===== src/rtl/core/gdcs_pkg.sv =====
// Shared types and constants for the game pad direction counter shifter.
// Used by the interfaces, the axis unit and the top level.
package gdcs_pkg;

	localparam int CNT_W_DEF  = 16;
	localparam int FRAME_BITS = 8;
	localparam int STEP_W     = 12;
	localparam int ACTION_W   = 2;
	localparam int CODE_W     = 3;
	localparam int WORD_W     = FRAME_BITS;

	localparam logic [STEP_W-1:0] STEP_RESET = STEP_W'(8);

	// Bit places in the button word
	localparam int BIT_START = 3;
	localparam int BIT_UP    = 4;
	localparam int BIT_DOWN  = 5;
	localparam int BIT_LEFT  = 6;
	localparam int BIT_RIGHT = 7;

	typedef enum logic [ACTION_W-1:0] {
		ACT_BUTTON = 2'd0,
		ACT_FRAME  = 2'd1,
		ACT_LATCH  = 2'd2,
		ACT_CLOCK  = 2'd3
	} action_t;

	typedef enum logic [CODE_W-1:0] {
		BTN_A      = 3'd0,
		BTN_B      = 3'd1,
		BTN_SELECT = 3'd2,
		BTN_START  = 3'd3,
		BTN_UP     = 3'd4,
		BTN_DOWN   = 3'd5,
		BTN_LEFT   = 3'd6,
		BTN_RIGHT  = 3'd7
	} btn_t;

	typedef enum logic [1:0] {
		PH_IDLE  = 2'd0,
		PH_ARMED = 2'd1,
		PH_SHIFT = 2'd2
	} phase_t;

	// Requests from the decoder to one axis counter
	typedef struct packed {
		logic press_pos;
		logic press_neg;
		logic frame;
	} axis_cmd_t;

	// Button word updates reported by one axis counter
	typedef struct packed {
		logic set_pos;
		logic set_neg;
		logic clear;
	} axis_flags_t;

endpackage


===== src/rtl/core/gdcs_ifs.sv =====
// Valid/ready channel interfaces for the game pad direction counter shifter.
// Depends on gdcs_pkg for field widths.

interface gdcs_cmd_if;
	import gdcs_pkg::*;
	logic                valid;
	logic                ready;
	logic [ACTION_W-1:0] action;
	logic [CODE_W-1:0]   button_code;
	logic                pressed;
	modport source (output valid, action, button_code, pressed, input ready);
	modport sink   (input valid, action, button_code, pressed, output ready);
endinterface

interface gdcs_rsp_if;
	import gdcs_pkg::*;
	logic              valid;
	logic              ready;
	logic              data_line;
	logic [WORD_W-1:0] pad_word;
	logic              sending;
	modport source (output valid, data_line, pad_word, sending, input ready);
	modport sink   (input valid, data_line, pad_word, sending, output ready);
endinterface

interface gdcs_cfg_if;
	import gdcs_pkg::*;
	logic              valid;
	logic              ready;
	logic [STEP_W-1:0] data;
	modport source (output valid, data, input ready);
	modport sink   (input valid, data, output ready);
endinterface


===== src/rtl/core/gdcs_axis.sv =====
// One signed axis counter: saturating press update and frame-time decay.
// Depends on gdcs_pkg for the step width and the axis structs.
module gdcs_axis #(
	parameter int CNT_W = gdcs_pkg::CNT_W_DEF
) (
	input  logic [gdcs_pkg::STEP_W-1:0] step,
	input  gdcs_pkg::axis_cmd_t         cmd,
	input  logic signed [CNT_W-1:0]     count,
	output logic signed [CNT_W-1:0]     count_next,
	output gdcs_pkg::axis_flags_t       flags
);
	import gdcs_pkg::*;

	// Room for the counter, a 4x step and the carry of one add
	localparam int EW = ((CNT_W > STEP_W + 2) ? CNT_W : STEP_W + 2) + 2;

	logic signed [EW-1:0] cnt_e, step_e, zone_e, base_e, sum_e, max_e, min_e;

	assign cnt_e  = {{(EW-CNT_W){count[CNT_W-1]}}, count};
	assign step_e = {{(EW-STEP_W){1'b0}}, step};
	assign zone_e = {{(EW-STEP_W-2){1'b0}}, step, 2'b00};
	assign max_e  = {{(EW-CNT_W+1){1'b0}}, {(CNT_W-1){1'b1}}};
	assign min_e  = {{(EW-CNT_W+1){1'b1}}, {(CNT_W-1){1'b0}}};

	// Press: drop an opposite-signed count, then add or subtract the step; frame: decay
	always_comb begin
		count_next = count;
		flags      = '0;
		base_e     = cnt_e;
		sum_e      = cnt_e;
		priority if (cmd.press_pos) begin
			base_e = (cnt_e < 0) ? '0 : cnt_e;
			sum_e  = base_e + step_e;
			count_next = (sum_e > max_e) ? max_e[CNT_W-1:0] : sum_e[CNT_W-1:0];
		end else if (cmd.press_neg) begin
			base_e = (cnt_e > 0) ? '0 : cnt_e;
			sum_e  = base_e - step_e;
			count_next = (sum_e < min_e) ? min_e[CNT_W-1:0] : sum_e[CNT_W-1:0];
		end else if (cmd.frame) begin
			// Inside the dead zone clear both bits, else set one and decay
			if ((count == '0) || ((cnt_e > -zone_e) && (cnt_e < zone_e))) begin
				flags.clear = 1'b1;
			end else if (cnt_e > 0) begin
				flags.set_pos = 1'b1;
				count_next = count - CNT_W'(1);
			end else begin
				flags.set_neg = 1'b1;
				count_next = count + CNT_W'(1);
			end
		end else begin
			// Hold the count for every other word
			count_next = count;
		end
	end

endmodule


===== src/rtl/core/gamepad_direction_counter_shifter_unit.sv =====
// Top level of the game pad direction counter shifter: input stage, button
// word, axis counters, serial frame sequencer and result register.
// Depends on gdcs_pkg, gdcs_ifs and gdcs_axis.
//
//   channel | role  | moves
//   --------+-------+--------------------------------------------
//   cmd     | sink  | word of action, button_code, pressed
//   rsp     | src   | word of data_line, pad_word, sending
//   cfg     | sink  | word of dir_step, always ready
//
// Each accepted word passes through the input register, then through the
// state update into the result register.
// One word is accepted every cycle while the result register drains.
// A stalled result holds the input stage; cmd.ready is high while the input stage is empty or advances.
// Reset clears the counters and the word, loads dir_step with 8 and
// drives the line high.
module gamepad_direction_counter_shifter_unit #(
	parameter int COUNTER_WIDTH = gdcs_pkg::CNT_W_DEF
) (
	input logic       clk,
	input logic       arst_n,
	gdcs_cmd_if.sink   cmd,
	gdcs_rsp_if.source rsp,
	gdcs_cfg_if.sink   cfg
);
	import gdcs_pkg::*;

	localparam int IDX_W = $clog2(FRAME_BITS);
	localparam int POS_W = IDX_W + 1;

	// Input stage
	logic              valid_s1;
	action_t           action_s1;
	btn_t              code_s1;
	logic              pressed_s1;
	logic              advance;

	// Block state
	logic [STEP_W-1:0]               step_q;
	logic signed [COUNTER_WIDTH-1:0] horiz_q, vert_q, horiz_d, vert_d;
	logic [WORD_W-1:0]               word_q, word_d, snap_q, snap_d;
	logic [POS_W-1:0]                pos_q, pos_d, pos_inc;
	phase_t                          phase_q, phase_d;
	logic                            line_q, line_d;

	// Result register
	logic              rsp_valid_q;
	logic              data_line_q;
	logic [WORD_W-1:0] pad_word_q;
	logic              sending_q;

	axis_cmd_t   h_cmd, v_cmd;
	axis_flags_t h_flags, v_flags;
	logic        is_button, is_frame, is_latch, is_clock;

	assign advance   = valid_s1 && (!rsp_valid_q || rsp.ready);
	assign cmd.ready = !valid_s1 || advance;
	assign cfg.ready = 1'b1;

	// Hold the accepted word until the result register frees
	always_ff @(posedge clk or negedge arst_n) begin
		if (!arst_n) begin
			valid_s1 <= 1'b0;
		end else if (cmd.ready) begin
			valid_s1 <= cmd.valid;
		end
	end

	always_ff @(posedge clk) begin
		if (cmd.valid && cmd.ready) begin
			action_s1  <= action_t'(cmd.action);
			code_s1    <= btn_t'(cmd.button_code);
			pressed_s1 <= cmd.pressed;
		end
	end

	// Decode the action
	assign is_button = (action_s1 == ACT_BUTTON);
	assign is_frame  = (action_s1 == ACT_FRAME);
	assign is_latch  = (action_s1 == ACT_LATCH);
	assign is_clock  = (action_s1 == ACT_CLOCK);

	assign h_cmd.press_pos = is_button && pressed_s1 && (code_s1 == BTN_RIGHT);
	assign h_cmd.press_neg = is_button && pressed_s1 && (code_s1 == BTN_LEFT);
	assign h_cmd.frame     = is_frame;
	assign v_cmd.press_pos = is_button && pressed_s1 && (code_s1 == BTN_UP);
	assign v_cmd.press_neg = is_button && pressed_s1 && (code_s1 == BTN_DOWN);
	assign v_cmd.frame     = is_frame;

	gdcs_axis #(.CNT_W(COUNTER_WIDTH)) u_horiz (
		.step       (step_q),
		.cmd        (h_cmd),
		.count      (horiz_q),
		.count_next (horiz_d),
		.flags      (h_flags)
	);

	gdcs_axis #(.CNT_W(COUNTER_WIDTH)) u_vert (
		.step       (step_q),
		.cmd        (v_cmd),
		.count      (vert_q),
		.count_next (vert_d),
		.flags      (v_flags)
	);

	// Update the button word from events and axis flags
	always_comb begin
		word_d = word_q;
		if (is_button && (code_s1 <= BTN_START)) begin
			word_d[code_s1[1:0]] = pressed_s1;
		end
		if (is_frame) begin
			if (v_flags.clear) begin
				word_d[BIT_UP]   = 1'b0;
				word_d[BIT_DOWN] = 1'b0;
			end
			if (v_flags.set_pos) word_d[BIT_UP] = 1'b1;
			if (v_flags.set_neg) word_d[BIT_DOWN] = 1'b1;
			if (h_flags.clear) begin
				word_d[BIT_RIGHT] = 1'b0;
				word_d[BIT_LEFT]  = 1'b0;
			end
			if (h_flags.set_pos) word_d[BIT_RIGHT] = 1'b1;
			if (h_flags.set_neg) word_d[BIT_LEFT] = 1'b1;
		end
	end

	assign pos_inc = pos_q + POS_W'(1);

	// Sequencer next state
	always_comb begin
		phase_d = phase_q;
		unique case (phase_q)
			PH_IDLE: begin
				if (is_frame && (word_d != '0)) phase_d = PH_ARMED;
			end
			PH_ARMED: begin
				if (is_latch) phase_d = PH_SHIFT;
			end
			PH_SHIFT: begin
				if (is_clock && (pos_inc >= POS_W'(FRAME_BITS))) phase_d = PH_IDLE;
			end
			default: phase_d = PH_IDLE;
		endcase
	end

	// Sequencer outputs: snapshot capture, bit position, line level
	always_comb begin
		snap_d = snap_q;
		pos_d  = pos_q;
		line_d = line_q;
		if (is_frame && (word_d != '0) && (phase_q != PH_SHIFT)) begin
			snap_d = word_d;
		end
		if (is_latch && (phase_q == PH_ARMED)) begin
			pos_d  = '0;
			line_d = !snap_q[0];
		end
		if (is_clock && (phase_q == PH_SHIFT)) begin
			if (pos_inc < POS_W'(FRAME_BITS)) begin
				pos_d  = pos_inc;
				line_d = !snap_q[pos_inc[IDX_W-1:0]];
			end else begin
				pos_d  = '0;
				line_d = 1'b1;
			end
		end
	end

	// Commit state when the word moves to the result register
	always_ff @(posedge clk or negedge arst_n) begin
		if (!arst_n) begin
			horiz_q <= '0;
			vert_q  <= '0;
			word_q  <= '0;
			snap_q  <= '0;
			pos_q   <= '0;
			phase_q <= PH_IDLE;
			line_q  <= 1'b1;
		end else if (advance) begin
			horiz_q <= horiz_d;
			vert_q  <= vert_d;
			word_q  <= word_d;
			snap_q  <= snap_d;
			pos_q   <= pos_d;
			phase_q <= phase_d;
			line_q  <= line_d;
		end
	end

	// Load the step register
	always_ff @(posedge clk or negedge arst_n) begin
		if (!arst_n) begin
			step_q <= STEP_RESET;
		end else if (cfg.valid && cfg.ready) begin
			step_q <= cfg.data;
		end
	end

	// Result register: fill on advance, drain on rsp handshake
	always_ff @(posedge clk or negedge arst_n) begin
		if (!arst_n) begin
			rsp_valid_q <= 1'b0;
		end else if (advance) begin
			rsp_valid_q <= 1'b1;
		end else if (rsp.ready) begin
			rsp_valid_q <= 1'b0;
		end
	end

	always_ff @(posedge clk) begin
		if (advance) begin
			data_line_q <= line_d;
			pad_word_q  <= word_d;
			sending_q   <= (phase_d != PH_IDLE);
		end
	end

	assign rsp.valid     = rsp_valid_q;
	assign rsp.data_line = data_line_q;
	assign rsp.pad_word  = pad_word_q;
	assign rsp.sending   = sending_q;

endmodule


===== src/flat_wrapper.sv =====
// flat-port wrapper written by rule: the top's interface ports become plain ports
module gamepad_direction_counter_shifter_unit_flat import gdcs_pkg::*;
#(
	parameter int COUNTER_WIDTH = gdcs_pkg::CNT_W_DEF
)
  (clk, arst_n, cmd_valid, cmd_action, cmd_button_code, cmd_pressed, cmd_ready, rsp_valid, rsp_data_line, rsp_pad_word, rsp_sending, rsp_ready, cfg_valid, cfg_data, cfg_ready);
  gdcs_cmd_if cmd_i ();
  gdcs_rsp_if rsp_i ();
  gdcs_cfg_if cfg_i ();
  input logic clk;
  input logic arst_n;
  input wire logic [$bits(cmd_i.valid)-1:0] cmd_valid;
  input wire logic [$bits(cmd_i.action)-1:0] cmd_action;
  input wire logic [$bits(cmd_i.button_code)-1:0] cmd_button_code;
  input wire logic [$bits(cmd_i.pressed)-1:0] cmd_pressed;
  output wire logic [$bits(cmd_i.ready)-1:0] cmd_ready;
  output wire logic [$bits(rsp_i.valid)-1:0] rsp_valid;
  output wire logic [$bits(rsp_i.data_line)-1:0] rsp_data_line;
  output wire logic [$bits(rsp_i.pad_word)-1:0] rsp_pad_word;
  output wire logic [$bits(rsp_i.sending)-1:0] rsp_sending;
  input wire logic [$bits(rsp_i.ready)-1:0] rsp_ready;
  input wire logic [$bits(cfg_i.valid)-1:0] cfg_valid;
  input wire logic [$bits(cfg_i.data)-1:0] cfg_data;
  output wire logic [$bits(cfg_i.ready)-1:0] cfg_ready;
  assign cmd_i.valid = cmd_valid;
  assign cmd_i.action = cmd_action;
  assign cmd_i.button_code = cmd_button_code;
  assign cmd_i.pressed = cmd_pressed;
  assign cmd_ready = cmd_i.ready;
  assign rsp_valid = rsp_i.valid;
  assign rsp_data_line = rsp_i.data_line;
  assign rsp_pad_word = rsp_i.pad_word;
  assign rsp_sending = rsp_i.sending;
  assign rsp_i.ready = rsp_ready;
  assign cfg_i.valid = cfg_valid;
  assign cfg_i.data = cfg_data;
  assign cfg_ready = cfg_i.ready;
  gamepad_direction_counter_shifter_unit #(.COUNTER_WIDTH(COUNTER_WIDTH)) u_core (.clk(clk), .arst_n(arst_n), .cmd(cmd_i), .rsp(rsp_i), .cfg(cfg_i));
endmodule

===== config.mk =====
export PLATFORM = sky130hd
export DESIGN_NAME = gamepad_direction_counter_shifter_unit_flat
export DESIGN_NICKNAME = d
export VERILOG_FILES = /design/src/rtl/core/gdcs_pkg.sv /design/src/rtl/core/gdcs_ifs.sv /design/src/rtl/core/gdcs_axis.sv /design/src/rtl/core/gamepad_direction_counter_shifter_unit.sv /design/src/flat_wrapper.sv
export SDC_FILE = /design/constraint.sdc
export NUM_CORES = 1
export LEC_CHECK = 0
export BUFFER_PORTS_ARGS = -buffer_cell sky130_fd_sc_hd__buf_2
export CORE_MARGIN = 4
export CORE_UTILIZATION = 45
export CTS_BUF_LIST = sky130_fd_sc_hd__clkbuf_4
export CTS_CLUSTER_SIZE = 14
export DETAILED_ROUTE_END_ITERATION = 7
export GPL_TIMING_DRIVEN = 0
export HOLD_SLACK_MARGIN = 0.06
export PLACE_DENSITY = 0.62
export SETUP_SLACK_MARGIN = 0.4
export SKIP_CTS_REPAIR_TIMING = 1
export SYNTH_ARGS = -nofsm -noshare
export SYNTH_HDL_FRONTEND = slang
export SYNTH_SLANG_ARGS = --single-unit

===== constraint.sdc =====
create_clock -name clk -period 9.18 [get_ports clk]
set_input_delay 0.918 -clock clk [delete_from_list [all_inputs] [get_ports clk]]
set_output_delay 0.918 -clock clk [all_outputs]
set_load 0.01 [all_outputs]

==> run summary <==
ha_1 takes more of the synthesized area than any other cell. The number of instances in the placed design is 1,488. Cells fill 49.6% of the core in the end. The yosys synthesis warning count came out at 0.

The fmax is 186 MHz. The summed negative setup slack over all endpoints is 0 ps. The DRC violation count after routing came out at 0. Subtracting the final worst setup slack from the clock period gives 5380 ps.

In this run the worst path has a maximum fanout of 16. The TritonCTS clock tree is yes. The most common cell in the netlist is ha_1. The number of top-level pins came out at 36. For the pin with the worst max-slew slack, the measured transition is 903 ps. The post-synthesis cell count is 1,178. In the synthesized netlist, the cells that appear most often are ha_1 (154), a21oi_1 (105), nor2_1 (101). The area growth from synthesis to layout is 6.78%. STA classifies the critical path endpoint as a flop. The via count of the routed design came out at 9,038. In this run, CTS created clock tree buffers numbering 9.

The global-route usage over all layers is between 20% and 30%. The overall routed net length came out at 28.6 mm. The number of DRC markers in iteration 0 is 616. CTS built an H-tree with a depth of 3. The synthesized area divided by synthesized cell count came out at roughly 8.4 um2.

The worst vdd rail ir drop is 0.189 mV. By area the synthesized netlist is led by ha_1 (19%), dfrtp_1 (17%), a21oi_1 (5.3%), edfxtp_1 (4.9%), xnor2_1 (3.9%). By startpoint and endpoint, the worst setup path is classified as flop to flop. The share of layout cells above drive strength 1 came out at 8.54%. The number of cells in the finished layout apart from fillers is 1,505. The total of max-cap violations is 0.

Measured against its own limit, the worst slew margin works out to 39.8%. The HPWL after detailed placement came out at 22.8 mm. The most used flip-flop cell after synthesis is dfrtp_1. Counting every sink on the clock net gives 84.

The fraction of post-synthesis cell area in the top cell type by area is 19.5%. The routability congestion estimate came out at 0.934. The run finished with clean final reports. At the end of the flow, the number of nets in the layout was 1,407. The worst-case clock buffer depth is 2. In this run the power density over the cells is 301 mW/mm2.

The final hold slack is 303 ps. The first global-routing pass estimated 46.0 mm of wire. The analysis attributes to cell leakage a power of approximately 4.7 nW. The average wire per standard cell is 19.0 um.

The remaining antenna violation count came out at 0. The number of pins exceeding their max-slew limit in the final report came out at 0. The via count normalized by instance count came out at 6.01. The core outline area came out at 0.0213 mm2. At the worst endpoint, the arrival time is 5770 ps. The number of fill cells is 2,081. The register-to-register path setup slack came out at 3800 ps.

The count of input and output buffers is 34. In this run the critical register-to-register path is captured at u_core.horiz_q[11]$_DFFE_PN0P_. The number of iterations in the first detailed-routing pass is 5. Measured in cells, the most critical reg-to-reg path has a length of 15. The number of global-route vias before repair is 8,786.

The width of the chip came out at 156 um. The endpoint required time on the critical path came out at 9570 ps. The class of the worst hold path is input pin to asynchronous set/reset pin. The portion of the post-synthesis area used by sequential elements came out at 22.1%. The worst setup path is launched from a flop. In this run the core area contains 53 standard-cell rows. Setup repair after global routing left no endpoint under its margin.

The initial cell density of the core is 46.5%. The post-route clock skew is 30.3 ps. The clock input transition at the sequential cells of the worst setup and hold paths is 170 ps. The clock latency on the worst-skew pair came out at 500 ps. The CTS root buffer is clkbuf_4. The total overflow reported by the global router came out at 0.

The register bit total from synthesis came out at between 80 and 90. The share of the clock period used by the worst path came out at 58.6%. The die covers 0.0244 mm2. The worst reg2reg path startpoint is u_core.horiz_q[1]$_DFFE_PN0P_. Counting flops with a built-in enable in the synthesized netlist gives 16. The largest net degree at the start of global routing is 45. Measured along the y axis, the die boundary spans 156 um. The post-route total power came out at 3.18 mW. In this run, distinct cell masters in the synthesized netlist total 84.

The area of the mapped netlist came out at 0.00989 mm2. The number of nets handed over by synthesis was 1,361. The number of setup violations in the final report came out at 0. The proportion of register bits with asynchronous set or reset after synthesis is approximately four fifths. The number of antenna violations at the first check in global routing came out at 1.

The count of final hold-check violations came out at 0.
-- state kept, by name, indices dropped and copies added, names as in the netlist --
name                  cells
u_core.pos_q              3
u_core.step_q            12
u_core.rsp.data_line      1
u_core.line_q             1
u_core.valid_s1           1
u_core.code_s1            3
u_core.word_q             8
u_core.horiz_q           16
u_core.rsp.pad_word       8
u_core.vert_q            16
u_core.rsp.valid          1
u_core.phase_q            2
u_core.action_s1          2
u_core.rsp.sending        1
u_core.pressed_s1         1
u_core.snap_q             8
-- report_power, final --
part           internal [mW]  switching, mW  leakage (nW)
Sequential             0.506          0.201         0.983
Combinational          0.987           1.27          3.65
Clock                 0.0620          0.156        0.0653
Total                   1.55           1.63          4.69
-- cell type report --
cell class | count | area (um2) | area share, %
multi-input combinational | 994 | 7290 | 69.0
sequential | 84 | 2180 | 20.7
tap | 275 | 344 | 3.26
inverter | 62 | 233 | 2.20
timing repair buffer | 35 | 200 | 1.90
buffer | 38 | 184 | 1.74
clock buffer | 10 | 75.1 | 0.711
clock inverter | 6 | 48.8 | 0.462
antenna | 1 | 2.50 | 0.0237
-- per-layer routing --
metal	vias to the layer above	global-route usage (%)	share of wire, %	wire length (um)
met3	58	2.71	4.4	1260
li1	4480	-	-	-
met2	240	38.8	46	13200
met4	0	9.17	3.8	1080
met5	-	0	0	0
met1	4260	31.7	46	13100
-- cells by family (layout without fill, tap and decap cells) --
kind of cell	after synthesis	count (layout)	synth area share [%]
DFF	84	84	22.1
adders and majority gates	161	161	20.8
buffers and inverters	100	151	4.21
other	1	2	0.0379
muxes	21	21	2.80
and+or+nand+nor	368	368	18.9
xor gates and xnor gates	65	65	6.03
AOI/OAI and AO/OA	378	378	25.1
-- critical path: stages (launching register included) --
cell	delay, ps
dfrtp_1	510
nor4_1	450
nand4_1	220
nand2b_1	550
ha_1	270
ha_1	290
a211o_1	330
a211oi_1	340
o311ai_0	280
o41a_1	440
o2111ai_1	580
clkbuf_1	450
a21oi_1	120
a21oi_1	200
o211ai_1	130
o21ai_0	120
-- cell usage in the layout (no fill, tap or decap), types with 26 or more instances in the layout --
master	count
xnor2_1	44
inv_1	61
nor2_1	101
buf_2	36
clkbuf_1	26
o21ai_0	75
nand2_1	87
dfrtp_1	66
ha_1	154
nor2b_1	34
a21oi_1	105
-- how the worst max path moves through the flow --
stage | start | to | cells after the start
floorplan | u_core.step_q[1]$_DFFE_PN0P_ | u_core.snap_q[0]$_DFFE_PN0P_ | 17
global placement | u_core.horiz_q[14]$_DFFE_PN0P_ | u_core.horiz_q[11]$_DFFE_PN0P_ | 16
detailed placement | u_core.horiz_q[14]$_DFFE_PN0P_ | u_core.horiz_q[11]$_DFFE_PN0P_ | 16
CTS | u_core.horiz_q[14]$_DFFE_PN0P_ | u_core.horiz_q[11]$_DFFE_PN0P_ | 16
global route | u_core.vert_q[11]$_DFFE_PN0P_ | u_core.vert_q[1]$_DFFE_PN0P_ | 17
finish | u_core.horiz_q[1]$_DFFE_PN0P_ | u_core.horiz_q[11]$_DFFE_PN0P_ | 15
-- metrics by stage --
step	instance area, um2	setup slack (ps)
finish	10600	3800
global route	10600	3500
CTS	10600	3870
detailed placement	10400	3920
global placement	10400	3940
floorplan	9890	5100
Power figures use the tool's default switching activity.
